<file path="src/rtl/core/acpe_pkg.sv">
// shared types and constants of the adaptive cyclic phase estimator
package acpe_pkg;
	localparam int DEF_MAX_PHASES = 8;
	localparam int PHASE_W = 3;
	localparam int STAMP_W = 48;
	localparam int DUR_W = 16;
	localparam int ELAP_W = 32;
	localparam int PROG_W = 17;
	localparam int FRAC_W = 16;
	localparam int LR_W = 16;
	localparam int NP_W = 4;
	localparam int LR_SHIFT = 14;
	localparam int IN_TDATA_W = 72;
	localparam int OUT_TDATA_W = 24;
	localparam int CFG_ADDR_W = 1;
	localparam int CFG_DATA_W = 16;

	localparam logic [CFG_ADDR_W-1:0] REG_NUM_PHASES = 1'b0;
	localparam logic [CFG_ADDR_W-1:0] REG_LEARN_RATE = 1'b1;
	localparam logic [NP_W-1:0] NUM_PHASES_RST = 4'd4;
	localparam logic [LR_W-1:0] LEARN_RATE_RST = 16'd1638;

	localparam logic REQ_SAMPLE = 1'b0;
	localparam logic REQ_LOAD = 1'b1;

	typedef enum logic [2:0] {
		ST_IDLE,
		ST_SUM,
		ST_PREP,
		ST_DIV,
		ST_MUL,
		ST_UPD,
		ST_COPY,
		ST_OUT
	} acpe_state_t;

	// write enables into the duration store
	typedef struct packed {
		logic load_we;
		logic next_we;
		logic copy_we;
	} acpe_mem_ctl_t;
endpackage

</file>
<file path="src/rtl/core/adaptive_cyclic_phase_estimator.sv">
// top level of the adaptive cyclic phase estimator: sequencer and datapath
//
// One item at a time. A load or a backward timestamp goes straight to the output state after
// acceptance. A sample walks the duration store one entry a cycle to build the cycle total,
// the sum of earlier phases and the current duration, then, unless the progress is zero or
// saturates at one, a 16-step serial divider forms the Q1.16 progress, and an advancing
// sample adds a multiply and a write-back plus, when the cycle wraps, a copy of the next
// model into the current one at one entry a cycle. No clearing pass after reset: durations
// must be loaded before samples are sent.
module adaptive_cyclic_phase_estimator #(
	parameter int MAX_PHASES = acpe_pkg::DEF_MAX_PHASES
) (
	input  logic                                 clk,
	input  logic                                 arst_n,
	input  logic                                 s_tvalid,
	output logic                                 s_tready,
	// timestamp_ms, advance_phase, load_index, load_duration_ms, zero fill
	input  logic [acpe_pkg::IN_TDATA_W-1:0]      s_tdata,
	// req_type
	input  logic                                 s_tuser,
	output logic                                 m_tvalid,
	input  logic                                 m_tready,
	// progress_q16, phase_now, phase_changed, time_error, zero fill
	output logic [acpe_pkg::OUT_TDATA_W-1:0]     m_tdata,
	input  logic                                 cfg_we,
	input  logic [acpe_pkg::CFG_ADDR_W-1:0]      cfg_addr,
	input  logic [acpe_pkg::CFG_DATA_W-1:0]      cfg_wdata
);
	import acpe_pkg::*;

	localparam int AW = (MAX_PHASES > 1) ? $clog2(MAX_PHASES) : 1;
	localparam int NU_W = $clog2(MAX_PHASES + 1);
	localparam int SW = DUR_W + NU_W;
	localparam int CW = (AW + 1 > NU_W) ? AW + 1 : NU_W;
	localparam int PROD_W = 50;

	acpe_state_t state_q, state_d;
	acpe_mem_ctl_t mem_ctl;

	// configuration
	logic [NP_W-1:0] np_q;
	logic [LR_W-1:0] lr_q;

	// architectural state
	logic [AW-1:0] phase_q;
	logic [ELAP_W-1:0] elap_q;
	logic [STAMP_W-1:0] last_stamp_q;
	logic first_q;

	// sequencer scratch
	logic issuing_q;
	logic vld_s1;
	logic [AW-1:0] idx_s1;
	logic [AW-1:0] cnt_q;
	logic [AW-1:0] last_q;
	logic adv_q;
	logic terr_q;
	logic [SW-1:0] total_q;
	logic [SW-1:0] before_q;
	logic [DUR_W-1:0] cur_q;
	logic [DUR_W-1:0] nxt_q;
	logic signed [PROD_W-1:0] prod_q;
	logic [PROG_W-1:0] prog_q;
	logic m_tvalid_q;
	logic [OUT_TDATA_W-1:0] m_tdata_q;

	// input fields
	logic [STAMP_W-1:0] in_stamp;
	logic in_adv;
	logic [PHASE_W-1:0] in_lidx;
	logic [DUR_W-1:0] in_ldur;
	logic [DUR_W-1:0] ldur_fix;
	logic lidx_ok;
	logic acc;

	logic [STAMP_W-1:0] prev_stamp;
	logic back;
	logic [STAMP_W:0] sum_el;
	logic [ELAP_W-1:0] elap_new;

	logic [NU_W-1:0] n_used;
	logic [AW-1:0] last_idx;
	logic [DUR_W-1:0] cur_min;
	logic [SW:0] num;
	logic prog_direct;
	logic wrap;
	logic [AW-1:0] phase_nx;
	logic issue;
	logic [AW-1:0] stop_idx;
	logic [AW-1:0] rd_addr;
	logic [AW-1:0] wr_addr;
	logic [DUR_W-1:0] wr_data;
	logic [DUR_W-1:0] model_rd;
	logic [DUR_W-1:0] next_rd;
	logic div_start;
	logic div_done;
	logic [FRAC_W-1:0] div_quot;

	logic signed [PROD_W-1:0] err_ext;
	logic signed [PROD_W-1:0] lr_ext;
	logic signed [PROD_W-1:0] biased;
	logic signed [PROD_W-1:0] corr;
	logic signed [PROD_W-1:0] vsum;
	logic [DUR_W-1:0] upd_dur;

	assign in_stamp = s_tdata[STAMP_W-1:0];
	assign in_adv = s_tdata[STAMP_W];
	assign in_lidx = s_tdata[STAMP_W+PHASE_W:STAMP_W+1];
	assign in_ldur = s_tdata[STAMP_W+PHASE_W+DUR_W:STAMP_W+PHASE_W+1];
	assign ldur_fix = (in_ldur == '0) ? DUR_W'(1) : in_ldur;
	assign lidx_ok = 32'(in_lidx) < MAX_PHASES;

	assign s_tready = state_q == ST_IDLE;
	assign acc = s_tvalid && s_tready;

	// elapsed time from the previous sample, first sample counts as zero
	always_comb begin
		prev_stamp = first_q ? in_stamp : last_stamp_q;
		back = in_stamp < prev_stamp;
		sum_el = {{(STAMP_W + 1 - ELAP_W){1'b0}}, elap_q} + {1'b0, in_stamp - prev_stamp};
		elap_new = (|sum_el[STAMP_W:ELAP_W]) ? '1 : sum_el[ELAP_W-1:0];
	end

	always_comb begin
		if (np_q == '0) begin
			n_used = NU_W'(1);
		end else if (32'(np_q) > MAX_PHASES) begin
			n_used = NU_W'(MAX_PHASES);
		end else begin
			n_used = NU_W'(np_q);
		end
		last_idx = (CW'(phase_q) >= CW'(n_used) - CW'(1)) ? phase_q : AW'(n_used - 1'b1);
	end

	always_comb begin
		cur_min = (elap_q < {{(ELAP_W - DUR_W){1'b0}}, cur_q}) ? elap_q[DUR_W-1:0] : cur_q;
		num = {{(SW + 1 - DUR_W){1'b0}}, cur_min} + {1'b0, before_q};
		prog_direct = (total_q == '0) || (num >= {1'b0, total_q});
		wrap = CW'(phase_q) + CW'(1) >= CW'(n_used);
		phase_nx = wrap ? '0 : phase_q + 1'b1;
	end

	// correction of the next model: gain times error, truncated toward zero, clamped
	always_comb begin
		err_ext = $signed({{(PROD_W - ELAP_W){1'b0}}, elap_q})
			- $signed({{(PROD_W - DUR_W){1'b0}}, cur_q});
		lr_ext = $signed({{(PROD_W - LR_W){1'b0}}, lr_q});
		biased = prod_q[PROD_W-1] ? prod_q + PROD_W'((1 << LR_SHIFT) - 1) : prod_q;
		corr = biased >>> LR_SHIFT;
		vsum = $signed({{(PROD_W - DUR_W){1'b0}}, nxt_q}) + corr;
		if (vsum < $signed(PROD_W'(1))) begin
			upd_dur = DUR_W'(1);
		end else if (vsum > $signed(PROD_W'({DUR_W{1'b1}}))) begin
			upd_dur = '1;
		end else begin
			upd_dur = vsum[DUR_W-1:0];
		end
	end

	// next state
	always_comb begin
		state_d = state_q;
		case (state_q)
			ST_IDLE: begin
				if (acc) begin
					if (s_tuser == REQ_LOAD || back) begin
						state_d = ST_OUT;
					end else begin
						state_d = ST_SUM;
					end
				end
			end
			ST_SUM: begin
				if (vld_s1 && idx_s1 == last_q) begin
					state_d = ST_PREP;
				end
			end
			ST_PREP: begin
				if (!prog_direct) begin
					state_d = ST_DIV;
				end else begin
					state_d = adv_q ? ST_MUL : ST_OUT;
				end
			end
			ST_DIV: begin
				if (div_done) begin
					state_d = adv_q ? ST_MUL : ST_OUT;
				end
			end
			ST_MUL: state_d = ST_UPD;
			ST_UPD: state_d = wrap ? ST_COPY : ST_OUT;
			ST_COPY: begin
				if (vld_s1 && idx_s1 == AW'(MAX_PHASES - 1)) begin
					state_d = ST_OUT;
				end
			end
			ST_OUT: begin
				if (!m_tvalid_q || m_tready) begin
					state_d = ST_IDLE;
				end
			end
			default: state_d = ST_IDLE;
		endcase
	end

	// sequencer outputs
	always_comb begin
		issue = issuing_q && (state_q == ST_SUM || state_q == ST_COPY);
		stop_idx = (state_q == ST_COPY) ? AW'(MAX_PHASES - 1) : last_q;
		rd_addr = cnt_q;
		mem_ctl.load_we = acc && s_tuser == REQ_LOAD && lidx_ok;
		mem_ctl.next_we = state_q == ST_UPD;
		mem_ctl.copy_we = state_q == ST_COPY && vld_s1;
		div_start = state_q == ST_PREP && !prog_direct;
		case (state_q)
			ST_UPD: begin
				wr_addr = phase_q;
				wr_data = upd_dur;
			end
			ST_COPY: begin
				wr_addr = idx_s1;
				wr_data = next_rd;
			end
			default: begin
				wr_addr = AW'(in_lidx);
				wr_data = ldur_fix;
			end
		endcase
	end

	acpe_mem #(
		.MAX_PHASES(MAX_PHASES),
		.AW(AW)
	) u_mem (
		.clk(clk),
		.ctl(mem_ctl),
		.rd_addr(rd_addr),
		.wr_addr(wr_addr),
		.wr_data(wr_data),
		.model_rd(model_rd),
		.next_rd(next_rd)
	);

	acpe_div #(
		.W(SW + 1)
	) u_div (
		.clk(clk),
		.arst_n(arst_n),
		.start(div_start),
		.num(num),
		.den(total_q),
		.done(div_done),
		.quot(div_quot)
	);

	always_ff @(posedge clk or negedge arst_n) begin
		if (!arst_n) begin
			state_q <= ST_IDLE;
			np_q <= NUM_PHASES_RST;
			lr_q <= LEARN_RATE_RST;
			phase_q <= '0;
			elap_q <= '0;
			last_stamp_q <= '0;
			first_q <= 1'b1;
			issuing_q <= 1'b0;
			vld_s1 <= 1'b0;
			m_tvalid_q <= 1'b0;
		end else begin
			state_q <= state_d;
			if (cfg_we) begin
				case (cfg_addr)
					REG_NUM_PHASES: np_q <= cfg_wdata[NP_W-1:0];
					REG_LEARN_RATE: lr_q <= cfg_wdata[LR_W-1:0];
					default: ;
				endcase
			end
			vld_s1 <= issue;
			if (issue && cnt_q == stop_idx) begin
				issuing_q <= 1'b0;
			end
			if (acc) begin
				if (s_tuser == REQ_LOAD) begin
					phase_q <= '0;
					elap_q <= '0;
					first_q <= 1'b1;
				end else if (!back) begin
					elap_q <= elap_new;
					last_stamp_q <= in_stamp;
					first_q <= 1'b0;
					issuing_q <= 1'b1;
				end
			end
			if (state_q == ST_UPD) begin
				elap_q <= '0;
				phase_q <= phase_nx;
				issuing_q <= wrap;
			end
			if (state_q == ST_OUT && (!m_tvalid_q || m_tready)) begin
				m_tvalid_q <= 1'b1;
			end else if (m_tready) begin
				m_tvalid_q <= 1'b0;
			end
		end
	end

	always_ff @(posedge clk) begin
		idx_s1 <= cnt_q;
		if (issue) begin
			cnt_q <= cnt_q + 1'b1;
		end
		if (acc) begin
			cnt_q <= '0;
			last_q <= last_idx;
			adv_q <= s_tuser == REQ_SAMPLE && in_adv && !back;
			terr_q <= s_tuser == REQ_SAMPLE && back;
			total_q <= '0;
			before_q <= '0;
			prog_q <= '0;
		end
		if (state_q == ST_SUM && vld_s1) begin
			if (CW'(idx_s1) < CW'(n_used)) begin
				total_q <= total_q + {{(SW - DUR_W){1'b0}}, model_rd};
			end
			if (idx_s1 < phase_q) begin
				before_q <= before_q + {{(SW - DUR_W){1'b0}}, model_rd};
			end
			if (idx_s1 == phase_q) begin
				cur_q <= model_rd;
				nxt_q <= next_rd;
			end
		end
		if (state_q == ST_PREP && prog_direct) begin
			// at or past the full cycle the fraction saturates at one
			prog_q <= (total_q == '0) ? '0 : PROG_W'(1 << FRAC_W);
		end
		if (state_q == ST_DIV && div_done) begin
			prog_q <= {1'b0, div_quot};
		end
		if (state_q == ST_MUL) begin
			prod_q <= err_ext * lr_ext;
		end
		if (state_q == ST_UPD) begin
			cnt_q <= '0;
		end
		if (state_q == ST_OUT && (!m_tvalid_q || m_tready)) begin
			m_tdata_q <= OUT_TDATA_W'({terr_q, adv_q, PHASE_W'(phase_q), prog_q});
		end
	end

	assign m_tvalid = m_tvalid_q;
	assign m_tdata = m_tdata_q;
endmodule

</file>
<file path="src/rtl/core/acpe_mem.sv">
// current and next duration models, one registered read port each
module acpe_mem #(
	parameter int MAX_PHASES = acpe_pkg::DEF_MAX_PHASES,
	parameter int AW = 3
) (
	input  logic                      clk,
	input  acpe_pkg::acpe_mem_ctl_t   ctl,
	input  logic [AW-1:0]             rd_addr,
	input  logic [AW-1:0]             wr_addr,
	input  logic [acpe_pkg::DUR_W-1:0] wr_data,
	output logic [acpe_pkg::DUR_W-1:0] model_rd,
	output logic [acpe_pkg::DUR_W-1:0] next_rd
);
	import acpe_pkg::*;

	logic [DUR_W-1:0] model_mem [MAX_PHASES];
	logic [DUR_W-1:0] next_mem [MAX_PHASES];

	always_ff @(posedge clk) begin
		if (ctl.load_we || ctl.copy_we) begin
			model_mem[wr_addr] <= wr_data;
		end
		if (ctl.load_we || ctl.next_we) begin
			next_mem[wr_addr] <= wr_data;
		end
		model_rd <= model_mem[rd_addr];
		next_rd <= next_mem[rd_addr];
	end
endmodule

</file>
<file path="src/rtl/core/acpe_div.sv">
// restoring divider giving the fractional quotient of num / den, num below den
module acpe_div #(
	parameter int W = 20
) (
	input  logic                        clk,
	input  logic                        arst_n,
	input  logic                        start,
	input  logic [W-1:0]                num,
	input  logic [W-2:0]                den,
	output logic                        done,
	output logic [acpe_pkg::FRAC_W-1:0] quot
);
	import acpe_pkg::*;

	localparam int CNT_W = $clog2(FRAC_W + 1);

	logic [W-1:0] rem_q;
	logic [W-1:0] den_q;
	logic [FRAC_W-1:0] quot_q;
	logic [CNT_W-1:0] cnt_q;
	logic busy_q;
	logic done_q;
	logic [W-1:0] rem_sh;
	logic [W-1:0] rem_sub;
	logic fits;

	always_comb begin
		rem_sh = {rem_q[W-2:0], 1'b0};
		fits = rem_sh >= den_q;
		rem_sub = rem_sh - den_q;
	end

	always_ff @(posedge clk or negedge arst_n) begin
		if (!arst_n) begin
			busy_q <= 1'b0;
			done_q <= 1'b0;
			cnt_q <= '0;
		end else begin
			done_q <= 1'b0;
			if (start) begin
				busy_q <= 1'b1;
				cnt_q <= CNT_W'(FRAC_W);
			end else if (busy_q) begin
				cnt_q <= cnt_q - 1'b1;
				if (cnt_q == CNT_W'(1)) begin
					busy_q <= 1'b0;
					done_q <= 1'b1;
				end
			end
		end
	end

	always_ff @(posedge clk) begin
		if (start) begin
			rem_q <= num;
			den_q <= {1'b0, den};
			quot_q <= '0;
		end else if (busy_q) begin
			rem_q <= fits ? rem_sub : rem_sh;
			quot_q <= {quot_q[FRAC_W-2:0], fits};
		end
	end

	assign done = done_q;
	assign quot = quot_q;
endmodule

</file>
<file path="config.mk">
export PLATFORM = sky130hd
export DESIGN_NAME = adaptive_cyclic_phase_estimator
export DESIGN_NICKNAME = d
export VERILOG_FILES = /design/src/rtl/core/acpe_pkg.sv /design/src/rtl/core/adaptive_cyclic_phase_estimator.sv /design/src/rtl/core/acpe_mem.sv /design/src/rtl/core/acpe_div.sv
export SDC_FILE = /design/constraint.sdc
export NUM_CORES = 2
export LEC_CHECK = 0
export BUFFER_PORTS_ARGS = -buffer_cell sky130_fd_sc_hd__buf_2
export CAP_MARGIN = 5
export CORE_MARGIN = 5
export CORE_UTILIZATION = 44
export DETAILED_ROUTE_END_ITERATION = 7
export HOLD_SLACK_MARGIN = 0.05
export SLEW_MARGIN = 20
export SYNTH_ARGS = -nofsm -noshare
export SYNTH_HDL_FRONTEND = slang
export SYNTH_SLANG_ARGS = --single-unit
</file>
<file path="constraint.sdc">
create_clock -name clk -period 19.6 [get_ports clk]
set_clock_uncertainty 0.15 [all_clocks]
set_input_delay 0 -clock clk [delete_from_list [all_inputs] [get_ports clk]]
set_output_delay 0 -clock clk [all_outputs]
set_load 0.01 [all_outputs]
</file>
==> flow_summary.yaml <==
run_status:
  outcome: "completed"
worst_hold_path:
  whs_path_depth: 3
  hold_class: "primary input to flop"
die:
  fp.dieW_um: 360.7
  ios: 121
  die_h_um: 360.7
  rows: 128
  core_area_sq_mm: 0.1220
  die_area_sq_mm: 0.1301
  start_util: 0.4434
critical_path:
  crit_required_ps: 19850
  crit-reg2reg-launch: "elap_q[1]"
  slowest_delay_ps: 890
  regToRegSetupSlack_ps: 7800
  crit_type: "flop to flop"
  cpLargestDelayFamily: "compound AO/OA/AOI/OAI gates"
  crit_path_end: "prod_q[43]"
  path_buf_inv: 3
  r2r_end: "prod_q[43]"
  critPathMaxFanout: 16
  slowest_stage: "a2111oi_0"
  cp_data_arrival_time_ps: 12050
  setup.worst_path.end_class: "flop"
  reg2reg_depth: 36
  crit_cells: 36
  start_kind: "flop"
  startpoint: "elap_q[1]"
cells_and_area:
  area_delta_synth_final_pct: 11.97
  postLayoutCoreUtil: 0.4965
  nets: 6429
  stdcell_area_sq_mm: 0.06059
  drive_gt1_frac: 0.1019
  nFillCells: 11154
cts:
  cts_inserted_buffers: 72
  cts.sinks: 633
  insertion_delay_ps: 660
  htreeDepth: 3
  clock_path_buffers: 3
  root_buffer: "clkbuf_16"
  clk_pin_slew_ps: 60
  cts_tree: "done"
detailed_routing:
  wl_per_cell_um: 19.33
  drt_first_iter_violations: 2704
  drt_wl_total_mm: 138.7
  vias: 38852
  drc: 0
  postRouteAntennaNets: 0
  viasPerCell: 5.415
  first_pass_iters: 5
grt:
  overflow: 0
  grt_antenna_before_repair: 6
  grt_usage: 0.2139
  grt_first_pass_wirelength_mm: 222.7
  grt_max_degree: 75
  grt_pass1_vias: 39652
yosys:
  seq_area_frac_synth: 0.3231
  synthDistinctLibCells: 95
  yosysWarnings: 0
  synthArstFlopShare: 0.1848
  syn_avg_cell_area_sq_um: 10.24
  synth_cells: 5282
  ys_seq_elements: 633
  syn_area_sq_mm: 0.05411
  synth_ff_type: "edfxtp_1"
  synth-edff-count: 421
placed_design:
  dp_hpwl_mm: 101.1
  dpl_cell_area_sq_mm: 0.05651
  portBuffers: 114
  place.gp.congestion: 0.9019
sta:
  slew_viol_final: 0
  slew_headroom: 0.2705
  rsz0062_at_grt: "false"
  worst_pin_slew_ps: 1094
  min_period_ps: 11800
  tns_ps: 0
  finalCritPeriodShare: 0.6023
  finalHoldViolations: 0
  fmax_ghz: 0.08472
  setup_viol: 0
job:
  cap_violations: 0
## cell usage after synthesis (all sizes together), types with 9 or more instances
| library cell | count | area (sq um) |
|---|---|---|
| nand4 | 40 | 256.5 |
| mux4 | 64 | 1441 |
| fa | 511 | 10230 |
| nor3b | 10 | 75.07 |
| o211ai | 15 | 112.6 |
| edfxtp | 421 | 12640 |
| a21boi | 21 | 157.6 |
| nand2b | 62 | 387.9 |
| nand2 | 556 | 2087 |
| a21o | 100 | 750.7 |
| or2 | 12 | 75.07 |
| inv | 774 | 2905 |
| mux2i | 76 | 760.7 |
| and3 | 28 | 175.2 |
| a211oi | 58 | 440.4 |
| o41ai | 9 | 78.83 |
| clkbuf | 187 | 703.2 |
| a222oi | 10 | 100.1 |
| nor2 | 212 | 800.8 |
| o21bai | 30 | 225.2 |
| or3 | 19 | 118.9 |
| nand3 | 92 | 473.0 |
| xnor2 | 163 | 1428 |
| o21ai | 188 | 944.7 |
| ha | 336 | 4204 |
| xor2 | 86 | 760.7 |
| a31oi | 64 | 400.4 |
| dfrtp | 109 | 2728 |
| dfxtp | 95 | 1902 |
| and4 | 11 | 96.34 |
| nor3 | 64 | 345.3 |
| mux2 | 126 | 1419 |
| nor2b | 56 | 350.3 |
| a21oi | 237 | 1186 |
| and2 | 193 | 1207 |
| a221oi | 10 | 87.58 |
| buf | 35 | 190.2 |
| o31ai | 22 | 175.2 |
| nor4 | 24 | 186.4 |
| o21a | 33 | 247.7 |
## registers in the layout (all words and copies together) (netlist names), 4 cells and up
signal,flops
u_mem.model_mem,128
u_mem.next_mem,128
prod_q,50
last_stamp_q,48
elap_q,32
m_tdata,22
before_q,20
total_q,20
u_div.den_q,20
u_div.rem_q,20
prog_q,17
cur_q,16
lr_q,16
nxt_q,16
u_div.quot,16
u_mem.model_rd,16
u_mem.next_rd,16
u_div.cnt_q,5
np_q,4
## worst reg2reg max path, delay by kind of cell (launching register included)
family          cells  cell delay [ps]
simple gates        4              890
xor+xnor            2              860
compound gates     19             5240
buf+inv             3              140
fa+ha+maj           8             3730
flops               1              540
## final cells by class
| type | count | area (sq um) | share of cell area |
|---|---|---|---|
| multi-input combinational | 3654 | 32900 | 0.5430 |
| sequential | 633 | 17490 | 0.2887 |
| inverter | 774 | 2905 | 0.04795 |
| timing repair buffer | 352 | 2780 | 0.04589 |
| tap | 1625 | 2033 | 0.03356 |
| clock buffer | 92 | 1947 | 0.03213 |
| clock inverter | 42 | 525.5 | 0.008673 |
| antenna | 3 | 7.507 | 0.0001239 |
## repair_timing
| item | CTS | global route |
|---|---|---|
| resized for setup | 0 | 0 |
| setup buffers | 0 | 0 |
| hold buffers | 158 | 0 |
| endpoints found under the setup margin | 0 | 0 |
| endpoints found under the hold margin | 606 | 0 |
## placed cells by master (no fill, tap or decap), types with 13 or more instances in the layout
| cell type | netlist | routed |
|---|---|---|
| a211oi_1 | 57 | 57 |
| a21boi_0 | 19 | 19 |
| a21o_1 | 100 | 100 |
| a21oi_1 | 237 | 237 |
| a31oi_1 | 64 | 64 |
| and2_1 | 193 | 193 |
| and3_1 | 28 | 28 |
| buf_2 | 14 | 113 |
| buf_4 | 5 | 79 |
| clkbuf_1 | 186 | 13 |
| clkbuf_16 | 0 | 72 |
| dfrtp_1 | 109 | 107 |
| dfxtp_1 | 95 | 93 |
| dlygate4sd3_1 | 0 | 157 |
| edfxtp_1 | 421 | 421 |
| fa_1 | 511 | 511 |
| ha_1 | 336 | 336 |
| inv_1 | 774 | 774 |
| mux2_2 | 126 | 126 |
| mux2i_1 | 76 | 76 |
| mux4_2 | 64 | 64 |
| nand2_1 | 556 | 556 |
| nand2b_1 | 62 | 62 |
| nand3_1 | 91 | 91 |
| nand4_1 | 39 | 39 |
| nor2_1 | 210 | 202 |
| nor2b_1 | 56 | 55 |
| nor3_1 | 59 | 58 |
| nor4_1 | 21 | 20 |
| o211ai_1 | 15 | 15 |
| o21a_1 | 33 | 32 |
| o21ai_0 | 182 | 182 |
| o21bai_1 | 30 | 30 |
| o31ai_1 | 20 | 20 |
| or3_1 | 19 | 19 |
| xnor2_1 | 163 | 163 |
| xor2_1 | 85 | 84 |
## cell families after synthesis
family                   synth area share
AND/OR/NAND/NOR                    0.1268
buffers and inverters             0.07020
AO/OA/AOI/OAI                      0.1055
adder cells (fa/ha/maj)            0.2669
flip-flops                         0.3231
multiplexers                      0.06692
XOR/XNOR                          0.04044
other                          0.00006930
## layer usage
layer  track usage  part of all wire  up-vias
met5             0                 0        -
met4       0.05380             0.025        0
met3       0.03675             0.063      175
met2        0.3392              0.46     1041
met1        0.3073              0.46    19339
li1              -                 -    18297
## through the flow
| stage | worst slack, ps | hold slack [ps] | cells |
|---|---|---|---|
| after floorplan | 9689 | -445.6 | 5283 |
| after global placement | 8118 | -142.3 | 6880 |
| after detailed placement | 8091 | -141.3 | 6880 |
| after CTS | 8003 | 58.72 | 7172 |
| after global routing | 7328 | 105.5 | 7173 |
| final | 7796 | 104.1 | 7175 |
## worst min path at each step
stage                                        to  slack (ps)   startpoint
final                     u_mem.model_mem[5][3]         100  s_tdata[55]
after global routing      u_mem.model_mem[5][3]         110  s_tdata[55]
after CTS                 u_mem.model_mem[5][1]          60  s_tdata[50]
after detailed placement                 vld_s1        -140       arst_n
after global placement                   vld_s1        -140       arst_n
after floorplan                       elap_q[0]        -450       arst_n
Power is not shown: default switching activity piles up to over one toggle a cycle in this logic, so the estimate is an artifact.
